`src/sv/ttoi_pkg.sv`:
```
package ttoi_pkg;

  typedef enum logic [1:0] {
    BASE_AUTO = 2'd0,
    BASE_OCT  = 2'd1,
    BASE_DEC  = 2'd2,
    BASE_HEX  = 2'd3
  } base_t;

  typedef enum logic [3:0] {
    PH_START  = 4'b0001,
    PH_MINUS  = 4'b0010,
    PH_ZERO   = 4'b0100,
    PH_DIGITS = 4'b1000
  } phase_t;

  typedef enum logic {
    REG_BASE_MODE   = 1'b0,
    REG_SIGNED_MODE = 1'b1
  } reg_index_t;

  localparam int unsigned CharWidth  = 16;
  localparam int unsigned ValueWidth = 64;
  localparam int unsigned CfgWidth   = 2;

  localparam logic [CharWidth-1:0] CH_NUL   = 16'h0000;
  localparam logic [CharWidth-1:0] CH_MINUS = 16'h002d;
  localparam logic [CharWidth-1:0] CH_0     = 16'h0030;
  localparam logic [CharWidth-1:0] CH_7     = 16'h0037;
  localparam logic [CharWidth-1:0] CH_9     = 16'h0039;
  localparam logic [CharWidth-1:0] CH_UA    = 16'h0041;
  localparam logic [CharWidth-1:0] CH_UF    = 16'h0046;
  localparam logic [CharWidth-1:0] CH_UX    = 16'h0058;
  localparam logic [CharWidth-1:0] CH_LA    = 16'h0061;
  localparam logic [CharWidth-1:0] CH_LF    = 16'h0066;
  localparam logic [CharWidth-1:0] CH_LX    = 16'h0078;

  localparam logic [ValueWidth-1:0] HEX_LIMIT = 64'h0fff_ffff_ffff_ffff;
  localparam logic [ValueWidth-1:0] OCT_LIMIT = 64'h1fff_ffff_ffff_ffff;
  localparam logic [ValueWidth-1:0] DEC_LIMIT = 64'h1999_9999_9999_9999;
  localparam logic [ValueWidth-1:0] NEG_LIMIT = 64'h8000_0000_0000_0000;
  localparam logic [ValueWidth-1:0] POS_LIMIT = 64'h7fff_ffff_ffff_ffff;

  typedef struct packed {
    logic                  good;
    logic [ValueWidth-1:0] acc;
  } digit_res_t;

  // Appends one character as a digit of the given base. On a bad digit or an
  // overflow the accumulator is returned unchanged with good low.
  function automatic digit_res_t add_digit(base_t b, logic [ValueWidth-1:0] acc,
                                           logic [CharWidth-1:0] c);
    digit_res_t r;
    logic [3:0] d;
    r.good = 1'b0;
    r.acc  = acc;
    d      = c[3:0];
    case (b)
      BASE_HEX: begin
        if (c inside {[CH_0:CH_9]}) begin
          r.good = 1'b1;
        end else if (c inside {[CH_LA:CH_LF], [CH_UA:CH_UF]}) begin
          r.good = 1'b1;
          d      = c[3:0] + 4'd9;
        end
        if (acc > HEX_LIMIT) r.good = 1'b0;
        if (r.good) r.acc = {acc[ValueWidth-5:0], d};
      end
      BASE_OCT: begin
        r.good = (c inside {[CH_0:CH_7]}) && (acc <= OCT_LIMIT);
        if (r.good) r.acc = {acc[ValueWidth-4:0], c[2:0]};
      end
      default: begin
        r.good = (c inside {[CH_0:CH_9]}) &&
                 ((acc < DEC_LIMIT) || ((acc == DEC_LIMIT) && (d <= 4'd5)));
        if (r.good) begin
          r.acc = ({acc[ValueWidth-4:0], 3'b000} + {acc[ValueWidth-2:0], 1'b0}) +
                  {{(ValueWidth-4){1'b0}}, d};
        end
      end
    endcase
    return r;
  endfunction

endpackage

```
`src/sv/ttoi_char_if.sv`:
```
interface ttoi_char_if import ttoi_pkg::*; ();
  logic                 valid;
  logic                 ready;
  logic [CharWidth-1:0] char_code;

  modport source (output valid, output char_code, input ready);
  modport sink (input valid, input char_code, output ready);
endinterface

```
`src/sv/ttoi_result_if.sv`:
```
interface ttoi_result_if import ttoi_pkg::*; ();
  logic                  valid;
  logic                  ready;
  logic                  ok;
  logic [ValueWidth-1:0] value;

  modport source (output valid, output ok, output value, input ready);
  modport sink (input valid, input ok, input value, output ready);
endinterface

```
`src/sv/ttoi_cfg_if.sv`:
```
interface ttoi_cfg_if import ttoi_pkg::*; ();
  logic                valid;
  logic                ready;
  reg_index_t          index;
  logic [CfgWidth-1:0] data;

  modport source (output valid, output index, output data, input ready);
  modport sink (input valid, input index, input data, output ready);
endinterface

```
`src/sv/text_to_int64_parser.sv`:
```
// Channel  | Direction | Payload                 | Item
// ---------+-----------+-------------------------+-----------------------------------
// chars    | in        | char_code[15:0]         | one character, zero ends a number
// result   | out       | ok, value[63:0]         | one per terminator
// cfg      | in        | index, data[1:0]        | register write, always ready
//
// One character is accepted per cycle unless the input stalls. An accepted character
// is parsed from the parse register, and a terminator's result is registered.
// The input only stalls when a terminator waits in the parse register while
// the result register still holds an untaken item.
// Reset clears the parse state, both config registers and all valid flags.
module text_to_int64_parser import ttoi_pkg::*; (
  input  logic                clk,
  input  logic                rst,
  ttoi_char_if.sink           chars,
  ttoi_result_if.source       result,
  ttoi_cfg_if.sink            cfg
);

  base_t                 base_mode;
  logic                  signed_mode;

  logic                  s1_valid;
  logic [CharWidth-1:0]  s1_char;

  logic [ValueWidth-1:0] accumulator, accumulator_next;
  base_t                 active_base, active_base_next;
  phase_t                parse_phase, parse_phase_next;
  logic                  is_negative, is_negative_next;
  logic                  error_seen, error_seen_next;

  logic                  is_term;
  logic                  go;
  logic                  term_good;
  logic [ValueWidth-1:0] term_value;
  logic                  do_add;
  base_t                 eff_base;
  digit_res_t            dig;

  assign cfg.ready   = 1'b1;
  assign is_term     = (s1_char == CH_NUL);
  assign go          = s1_valid && (!is_term || !result.valid || result.ready);
  assign chars.ready = !s1_valid || go;

  always_ff @(posedge clk) begin
    if (rst) begin
      base_mode   <= BASE_AUTO;
      signed_mode <= 1'b0;
    end else if (cfg.valid) begin
      case (cfg.index)
        REG_BASE_MODE:   base_mode   <= base_t'(cfg.data);
        REG_SIGNED_MODE: signed_mode <= cfg.data[0];
        default:         ;
      endcase
    end
  end

  always_ff @(posedge clk) begin
    if (rst) begin
      s1_valid <= 1'b0;
    end else if (chars.ready) begin
      s1_valid <= chars.valid;
    end
  end

  always_ff @(posedge clk) begin
    if (chars.ready && chars.valid) s1_char <= chars.char_code;
  end

  always_comb begin
    accumulator_next = accumulator;
    active_base_next = active_base;
    parse_phase_next = parse_phase;
    is_negative_next = is_negative;
    error_seen_next  = error_seen;
    do_add           = 1'b0;
    eff_base         = active_base;
    dig              = '0;
    term_good        = 1'b0;
    term_value       = '0;

    if (is_term) begin
      term_good = !error_seen && (parse_phase != PH_START) && (parse_phase != PH_MINUS);
      if (is_negative) begin
        if (accumulator > NEG_LIMIT) term_good = 1'b0;
        else term_value = -accumulator;
      end else if (signed_mode && (accumulator > POS_LIMIT)) begin
        term_good = 1'b0;
      end else begin
        term_value = accumulator;
      end
      if (!term_good) term_value = '0;
      accumulator_next = '0;
      active_base_next = base_mode;
      parse_phase_next = PH_START;
      is_negative_next = 1'b0;
      error_seen_next  = 1'b0;
    end else if (!error_seen) begin
      case (parse_phase)
        PH_START, PH_MINUS: begin
          if (parse_phase == PH_START) eff_base = base_mode;
          active_base_next = eff_base;
          if ((parse_phase == PH_START) && signed_mode && (s1_char == CH_MINUS)) begin
            is_negative_next = 1'b1;
            parse_phase_next = PH_MINUS;
          end else if ((eff_base == BASE_AUTO) && (s1_char == CH_0)) begin
            parse_phase_next = PH_ZERO;
          end else begin
            if (eff_base == BASE_AUTO) eff_base = BASE_DEC;
            active_base_next = eff_base;
            parse_phase_next = PH_DIGITS;
            do_add           = 1'b1;
          end
        end
        PH_ZERO: begin
          parse_phase_next = PH_DIGITS;
          if ((s1_char == CH_LX) || (s1_char == CH_UX)) begin
            active_base_next = BASE_HEX;
          end else begin
            eff_base         = BASE_OCT;
            active_base_next = BASE_OCT;
            do_add           = 1'b1;
          end
        end
        default: begin
          parse_phase_next = PH_DIGITS;
          do_add           = 1'b1;
        end
      endcase
      if (do_add) begin
        dig = add_digit(eff_base, accumulator, s1_char);
        if (dig.good) accumulator_next = dig.acc;
        else error_seen_next = 1'b1;
      end
    end
  end

  always_ff @(posedge clk) begin
    if (rst) begin
      accumulator <= '0;
      active_base <= BASE_AUTO;
      parse_phase <= PH_START;
      is_negative <= 1'b0;
      error_seen  <= 1'b0;
    end else if (go) begin
      accumulator <= accumulator_next;
      active_base <= active_base_next;
      parse_phase <= parse_phase_next;
      is_negative <= is_negative_next;
      error_seen  <= error_seen_next;
    end
  end

  always_ff @(posedge clk) begin
    if (rst) begin
      result.valid <= 1'b0;
    end else if (go && is_term) begin
      result.valid <= 1'b1;
    end else if (result.ready) begin
      result.valid <= 1'b0;
    end
  end

  always_ff @(posedge clk) begin
    if (go && is_term) begin
      result.ok    <= term_good;
      result.value <= term_value;
    end
  end

endmodule

```
`src/flat_wrapper.sv`:
```
// flat-port wrapper written by rule: the top's interface ports become plain ports
module text_to_int64_parser_flat import ttoi_pkg::*;
  (clk, rst, chars_valid, chars_char_code, chars_ready, result_valid, result_ok, result_value, result_ready, cfg_valid, cfg_index, cfg_data, cfg_ready);
  ttoi_char_if chars_i ();
  ttoi_result_if result_i ();
  ttoi_cfg_if cfg_i ();
  input  logic clk;
  input  logic rst;
  input wire logic [$bits(chars_i.valid)-1:0] chars_valid;
  input wire logic [$bits(chars_i.char_code)-1:0] chars_char_code;
  output wire logic [$bits(chars_i.ready)-1:0] chars_ready;
  output wire logic [$bits(result_i.valid)-1:0] result_valid;
  output wire logic [$bits(result_i.ok)-1:0] result_ok;
  output wire logic [$bits(result_i.value)-1:0] result_value;
  input wire logic [$bits(result_i.ready)-1:0] result_ready;
  input wire logic [$bits(cfg_i.valid)-1:0] cfg_valid;
  input wire logic [$bits(cfg_i.index)-1:0] cfg_index;
  input wire logic [$bits(cfg_i.data)-1:0] cfg_data;
  output wire logic [$bits(cfg_i.ready)-1:0] cfg_ready;
  assign chars_i.valid = chars_valid;
  assign chars_i.char_code = chars_char_code;
  assign chars_ready = chars_i.ready;
  assign result_valid = result_i.valid;
  assign result_ok = result_i.ok;
  assign result_value = result_i.value;
  assign result_i.ready = result_ready;
  assign cfg_i.valid = cfg_valid;
  assign cfg_i.index = cfg_index;
  assign cfg_i.data = cfg_data;
  assign cfg_ready = cfg_i.ready;
  text_to_int64_parser u_core (.clk(clk), .rst(rst), .chars(chars_i), .result(result_i), .cfg(cfg_i));
endmodule
```
`config.mk`:
```
export PLATFORM = sky130hd
export DESIGN_NAME = text_to_int64_parser_flat
export DESIGN_NICKNAME = d
export VERILOG_FILES = /design/src/sv/ttoi_pkg.sv /design/src/sv/ttoi_char_if.sv /design/src/sv/ttoi_result_if.sv /design/src/sv/ttoi_cfg_if.sv /design/src/sv/text_to_int64_parser.sv /design/src/flat_wrapper.sv
export SDC_FILE = /design/constraint.sdc
export NUM_CORES = 1
export LEC_CHECK = 0
export ABC_AREA = 1
export BUFFER_PORTS_ARGS = -buffer_cell sky130_fd_sc_hd__buf_2
export CORE_AREA = 8 8 215 217
export CTS_BUF_LIST = sky130_fd_sc_hd__clkbuf_4 sky130_fd_sc_hd__clkbuf_8 sky130_fd_sc_hd__clkbuf_16
export DETAILED_ROUTE_END_ITERATION = 7
export DIE_AREA = 0 0 223 225
export PLACE_DENSITY_LB_ADDON = 0.15
export SETUP_SLACK_MARGIN = 0.1
export SYNTH_ARGS = -nofsm -noshare
export SYNTH_HDL_FRONTEND = slang
export SYNTH_SLANG_ARGS = --single-unit
```
`constraint.sdc`:
```
create_clock -name clk -period 4.6 [get_ports clk]
set_input_delay 0.92 -clock clk [delete_from_list [all_inputs] [get_ports clk]]
set_output_delay 0.92 -clock clk [all_outputs]
set_load 0.005 [all_outputs]
```
## After elaboration in Yosys (flattened, before gate mapping)

Cells that the tools add are included.

- Output and inout port bits: 68
- Bits of input ports: 24
- Bits in registers: 158
- Logic and storage cells: 151

- Equality and inequality tests: 15
- Order comparisons: 13
- Bitwise gates (word level): 1
- Reductions and logical operators: 43
- Add/sub/neg operators: 4
- Muxes and demuxes: 63

Operators with widths:

| operator | count |
|---|---|
| $mux 64 | 10 |
| $mux 65 | 3 |
| $pmux 65 s2 | 1 |
| $add 64x4->64 | 1 |
| $add 64x64->64 | 1 |
| $eq 64x61->1 const B | 1 |
| $gt 64x60->1 const B | 1 |
| $gt 64x63->1 const B | 1 |
| $gt 64x64->1 const B | 1 |
| $le 64x61->1 const B | 1 |
| $lt 64x61->1 const B | 1 |
| $neg 64->64 | 1 |
| $eq 16x6->1 const B | 2 |
| $eq 16x7->1 const B | 2 |
| $ge 16x7->1 const B | 2 |
| $le 16x6->1 const B | 2 |
| $le 16x7->1 const B | 2 |
| $mux 4 | 7 |
| $mux 1 | 26 |
| $mux 2 | 13 |
| $ge 16x6->1 const B | 1 |
| $logic_and 1x1->1 | 16 |
| $logic_not 16->1 | 1 |
| $reduce_bool 2->1 | 6 |
| 24 further kinds | 36 |

## Longest topological paths before layout

- Depth after elaboration: 26
- Depth in mapped cells: 21
- Depth with buffers taken out: 21

## Least setup slack after synthesis

OpenSTA, ideal clock, no wires.

- Path kind: register -> register
- Start: register u_core.s1_char[1]
- End: register u_core.accumulator[36]
- Clock period less this slack: 3.352 ns
- Path buffers: 2
- Data arrival time: 3.237 ns
- Path slack: 1.248 ns
- Setup time: 0.115 ns
- Required time: 4.485 ns
- Cell stages (with the launch flop): 14
- Cells stage by stage: edfxtp_1 inv_1 ha_1 inv_1 nor4_4 inv_2 nor2_4 nor2_4 a31oi_4 buf_6 buf_6 nand3_1 nand2_1 nor2_1

- Word-level cells in the longest chain between the ends: 16
- Elaborated cells between the ends (all ways): 67
- Classes of those cells: 1 x add/sub; 8 x order compare; 9 x eq/ne; 28 x mux; 21 x reduce/logical

Ends and longest elaborated chain:

| element | RTL line | source |
|---|---|---|
| from (decl) | text_to_int64_parser.sv:24 | `logic [CharWidth-1:0] s1_char;` |
| from (signal assigned) | text_to_int64_parser.sv:67 | `if (chars.ready && chars.valid) s1_char <= chars.char_code;` |
| $ge 16x7->1, or another cell as far along | ttoi_pkg.sv:62 | `end else if (c inside {[CH_LA:CH_LF], [CH_UA:CH_UF]}) begin` |
| $logic_and 1x1->1 (on tied branches) | ttoi_pkg.sv:62, text_to_int64_parser.sv:106 |  |
| $reduce_bool 2->1 or $mux 2 (tied branches) | ttoi_pkg.sv:62, text_to_int64_parser.sv:106 |  |
| $mux 1 or $mux 2 (tied branches) | ttoi_pkg.sv:62, text_to_int64_parser.sv:103 |  |
| $mux 1 or $pmux 2 s2 (tied branches) | ttoi_pkg.sv:60, text_to_int64_parser.sv:99 |  |
| $mux 1 or $mux 2 (tied branches) | ttoi_pkg.sv:66, text_to_int64_parser.sv:98 |  |
| $mux 1 or $mux 2 (tied branches) | ttoi_pkg.sv:58, text_to_int64_parser.sv:82 |  |
| $mux 1, or another cell as far along | text_to_int64_parser.sv:130 | `if (do_add) begin` |
| $mux 1 or $pmux 65 s2 (tied branches) | text_to_int64_parser.sv:98, ttoi_pkg.sv:58 |  |
| $mux 1 or $mux 65 (tied branches) | text_to_int64_parser.sv:82, text_to_int64_parser.sv:130 |  |
| $pmux 65 s2 or $mux 65 (tied branches) | ttoi_pkg.sv:58, text_to_int64_parser.sv:98 |  |
| $mux 65 (on tied branches) | text_to_int64_parser.sv:130, text_to_int64_parser.sv:82 |  |
| $mux 65 or $mux 64 (tied branches) | text_to_int64_parser.sv:98, text_to_int64_parser.sv:132 |  |
| $mux 65 or $mux 64 (tied branches) | text_to_int64_parser.sv:82, text_to_int64_parser.sv:130 |  |
| $reduce_bool 2->1 (no line) or $mux 64 (tied branches) | -- |  |
| $reduce_and 7->1 (no line) or $mux 64 (tied branches) | -- |  |
| to (signal assigned) | text_to_int64_parser.sv:146 | `accumulator <= accumulator_next;` |
| to (decl) | text_to_int64_parser.sv:26 | `logic [ValueWidth-1:0] accumulator, accumulator_next;` |

Several ways; a longest one is shown, not always the timed one. The select of a mux whose other input is x is not followed.
A chain may end at the register's enable or synchronous reset.

## Final worst setup path

- Start: register u_core.s1_char[3]
- End: register u_core.accumulator[52]

Same word-level chain as after synthesis.

==> metrics.txt <==
Inserted Clock Buffers 17; Final Max Tran Viols 0; Post-Syn Instances 2761; Post-synth EDFFs 81; clock share of power 40.8%; HP Class reg2reg; R2R setup slack 0.86 ns; Syn. warnings 0; Synth Flop Type edfxtp_1; Via density 5.381; DRT antenna net count 0; share of cells above drive strength 1 8.093%; WS Path Type reg2reg; Residual DRC 0; CP Capture Type flop; I/O Pins 92; Max Cap Viol 0; RSZ-0062 raised after global routing no; I/O Buffers 90; gr usage total 25.07%; row count 76; routed vias 18.03k; syn_nets 2916; chip height 225 um; vias in the first global route 17.24k; Worst-Margin Slew 1.186 ns; depth of the worst hold-timing path 2; Final Hold Viols 0; cell count after placement 3320; Leakage 8.743 nW; hold slack final 0.5067 ns; Tmin final 3.737 ns; Crit path top cell by count nand2_1; first-pass GRT wire length 99.36 mm; initial core utilization 39.64%; sequential share of power 42.1%; crit-path max FO 7; area grow syn2layout 8.360%; Max VDD drop 0.0001886 V; Power per Cell Area 195.5 nW/um^2; dpl hpwl 50.89 mm; initial antenna violation count 0; WL final 64.12 mm; grt total ovfl 0; worst hold start u_core.error_seen$_SDFFE_PP0P_; ys async rst share 0%; sequential-to-total area share from yosys stat 23.48%; Worst Path Required 4.99 ns; DIE WIDTH 223 um; Slowest-stage cell, CP o21ai_0; clk buf depth 2; Layout Cells excl Fill 3351; Max H-tree Level 4; R2R Path Start u_core.s1_char[3]$_DFFE_PP_; Register Area 3974 sq um; Combinational Power Share 17.1%; skew final 0.005505 ns; setup violators final 0; Net Sw Power 1.024 mW; Multi-input gate area 10840 sq um; slowest stage delay, CP 0.54 ns; Yosys cell types 57; CTS root buffer clkbuf_16; CTS tree done; fillers 4649; Sw Ratio 28.57%; post_cts resized 0; WL/cell 19.14 um; reg-to-reg endpoint u_core.accumulator[52]$_SDFFE_PP0P_; setup TNS 0 ns; core box area 42700 sq um; Seq cells post-synth 158; worst rel slew slack 20.95%; Nets 2948; CP top delay family simple AND/OR/NAND/NOR gates; largest net degree at the start of global routing 70; Pre-antenna DRT Iters 5; clock-pin transition on the worst setup and hold timing paths 0.06 ns; Clk Latency, worst-skew pair 0.45 ns; Hold Path Sink u_core.error_seen$_SDFFE_PP0P_; crit start category flop; die area 50180 sq um; 1st-iter DRT viols 1643; Netlist Area Pre-Place 16930 sq um; Critical path buffers and inverters 2; gpl congestion 0.9537; Final Cycle Share 81.25%; crit path DAT 4.12 ns; fmax 0.2676 GHz; internal power 2.561 mW; run status complete, no violations; reg2reg path depth 20; clk sinks 158; Mean Syn Cell Area 6.130 sq um; antenna cells 0; Setup Buffers After CTS 0; cts hold-fix bufs 0; crit path cell chain inv_1, fa_1, fa_1, inv_1, nand2_1, o21ai_0, nand2_1, nand2_1, nand2_1, nand2_1, nand2_1, nand2_1, nand2_1, nand3_1, nand2_1, nand3_1, nand2_1, nand3_1, nand2_1, nor2_1
==> layout by cell type, fill, tap and decap left out, types with 5 or more instances in the layout <==
cell	n
inv_1	391
nand3_2	5
o22ai_1	20
a21oi_1	177
o21ai_0	111
nor2_1	376
nand3b_1	18
o21bai_1	5
nor3_1	40
dfxtp_1	77
edfxtp_1	81
inv_2	15
nor4_1	12
nor2_2	11
buf_4	21
clkbuf_16	19
nand3_1	251
nand4_1	73
nand2_2	8
xor2_1	45
o211ai_1	7
a31oi_1	5
nor2_4	8
a21oi_2	15
a22oi_1	6
buf_12	5
ha_1	129
buf_2	90
nand2_1	729
==> power groups by stage <==
| stage | registers [mW] | clock network (mW) | logic, mW |
|---|---|---|---|
| after floorplan | 1.53 | 0 | 0.420 |
| after global placement | 1.54 | 0 | 0.610 |
| after detailed placement | 1.54 | 0 | 0.609 |
| after CTS | 1.51 | 1.49 | 0.612 |
| after global routing | 1.51 | 1.55 | 0.678 |
| final | 1.51 | 1.46 | 0.614 |
==> sequential cells by signal, indices dropped and copies added (netlist names) <==
register / flops
u_core.accumulator: 64
u_core.result.value: 64
u_core.s1_char: 16
u_core.parse_phase: 4
u_core.active_base: 2
u_core.base_mode: 2
u_core.error_seen: 1
u_core.is_negative: 1
u_core.result.ok: 1
u_core.result.valid: 1
u_core.s1_valid: 1
u_core.signed_mode: 1
==> final cells by class <==
cell class                 instances  area share, %
clock buffer                      27          3.056
inverter                         408          8.363
tap                              546          3.725
multi-input combinational       2092          59.08
clock inverter                     4         0.2524
timing repair buffer             116          3.861
sequential                       158          21.67
==> worst reg2reg max path, stage by stage (launching register included) <==
cell,delay [ns]
edfxtp_1,0.49
inv_1,0.23
fa_1,0.50
fa_1,0.43
inv_1,0.08
nand2_1,0.07
o21ai_0,0.54
nand2_1,0.15
nand2_1,0.17
nand2_1,0.07
nand2_1,0.15
nand2_1,0.10
nand2_1,0.13
nand2_1,0.09
nand3_1,0.08
nand2_1,0.05
nand3_1,0.07
nand2_1,0.05
nand3_1,0.07
nand2_1,0.05
nor2_1,0.11
==> cell usage after synthesis (all sizes together) (15+ instances only) <==
cell type  instances  area share, %
a21oi            194            6.2
edfxtp            81             14
o21ai            114            3.4
nor2             395            9.3
nand4             74            2.8
nand3            256            7.7
inv              407            9.0
nor4              15           0.72
nand3b            18           0.80
ha               129            9.5
nor3              45            1.6
nand2            738             16
o22ai             20           0.74
clkbuf            44           0.98
dfxtp             77            9.1
buf               59            2.6
xor2              45            2.3
==> how the worst max path moves through the flow <==
stage / startpoint / end / slack, ns / cells after the start
5_1_grt: u_core.s1_char[3]$_DFFE_PP_ / u_core.accumulator[36]$_SDFFE_PP0P_ / 0.53 / 20
3_5_place_dp: u_core.s1_char[3]$_DFFE_PP_ / u_core.accumulator[52]$_SDFFE_PP0P_ / 0.87 / 20
2_1_floorplan: u_core.s1_char[1]$_DFFE_PP_ / u_core.accumulator[36]$_SDFFE_PP0P_ / 1.25 / 13
3_3_place_gp: u_core.s1_char[3]$_DFFE_PP_ / u_core.accumulator[36]$_SDFFE_PP0P_ / 0.96 / 19
6_report: u_core.s1_char[3]$_DFFE_PP_ / u_core.accumulator[52]$_SDFFE_PP0P_ / 0.86 / 20
4_1_cts: u_core.s1_char[3]$_DFFE_PP_ / u_core.accumulator[36]$_SDFFE_PP0P_ / 0.86 / 19
==> metrics by stage <==
stage | utilization (%) | power [mW] | worst slack (ns) | cell area (sq um)
global route | 42.96 | 3.739 | 0.5328 | 18340
global placement | 41.54 | 2.150 | 0.9593 | 17730
CTS | 42.96 | 3.611 | 0.8623 | 18340
floorplan | - | 1.951 | 1.248 | 16930
finish | 42.96 | 3.586 | 0.8626 | 18340
detailed placement | 41.54 | 2.148 | 0.8744 | 17730
==> kinds of logic (layout without fill, tap and decap cells) <==
group	count (synthesis)	in the layout	share of synthesized area, %
xor+xnor	49	49	2.535
compound gates	361	361	11.89
other cells	1	1	0.02215
simple gates	1550	1550	39.67
flops	158	158	23.48
buf+inv	511	555	12.63
fa+ha+maj	131	131	9.772
==> metal layers <==
layer	wire, um	share of wire [%]	global-route usage [%]
met5	0	0	0
met1	29120	45	32.75
met2	29970	47	42.82
met4	1742	2.7	6.691
met3	3287	5.1	3.656
Note: power is estimated with default switching activity, not from simulation.
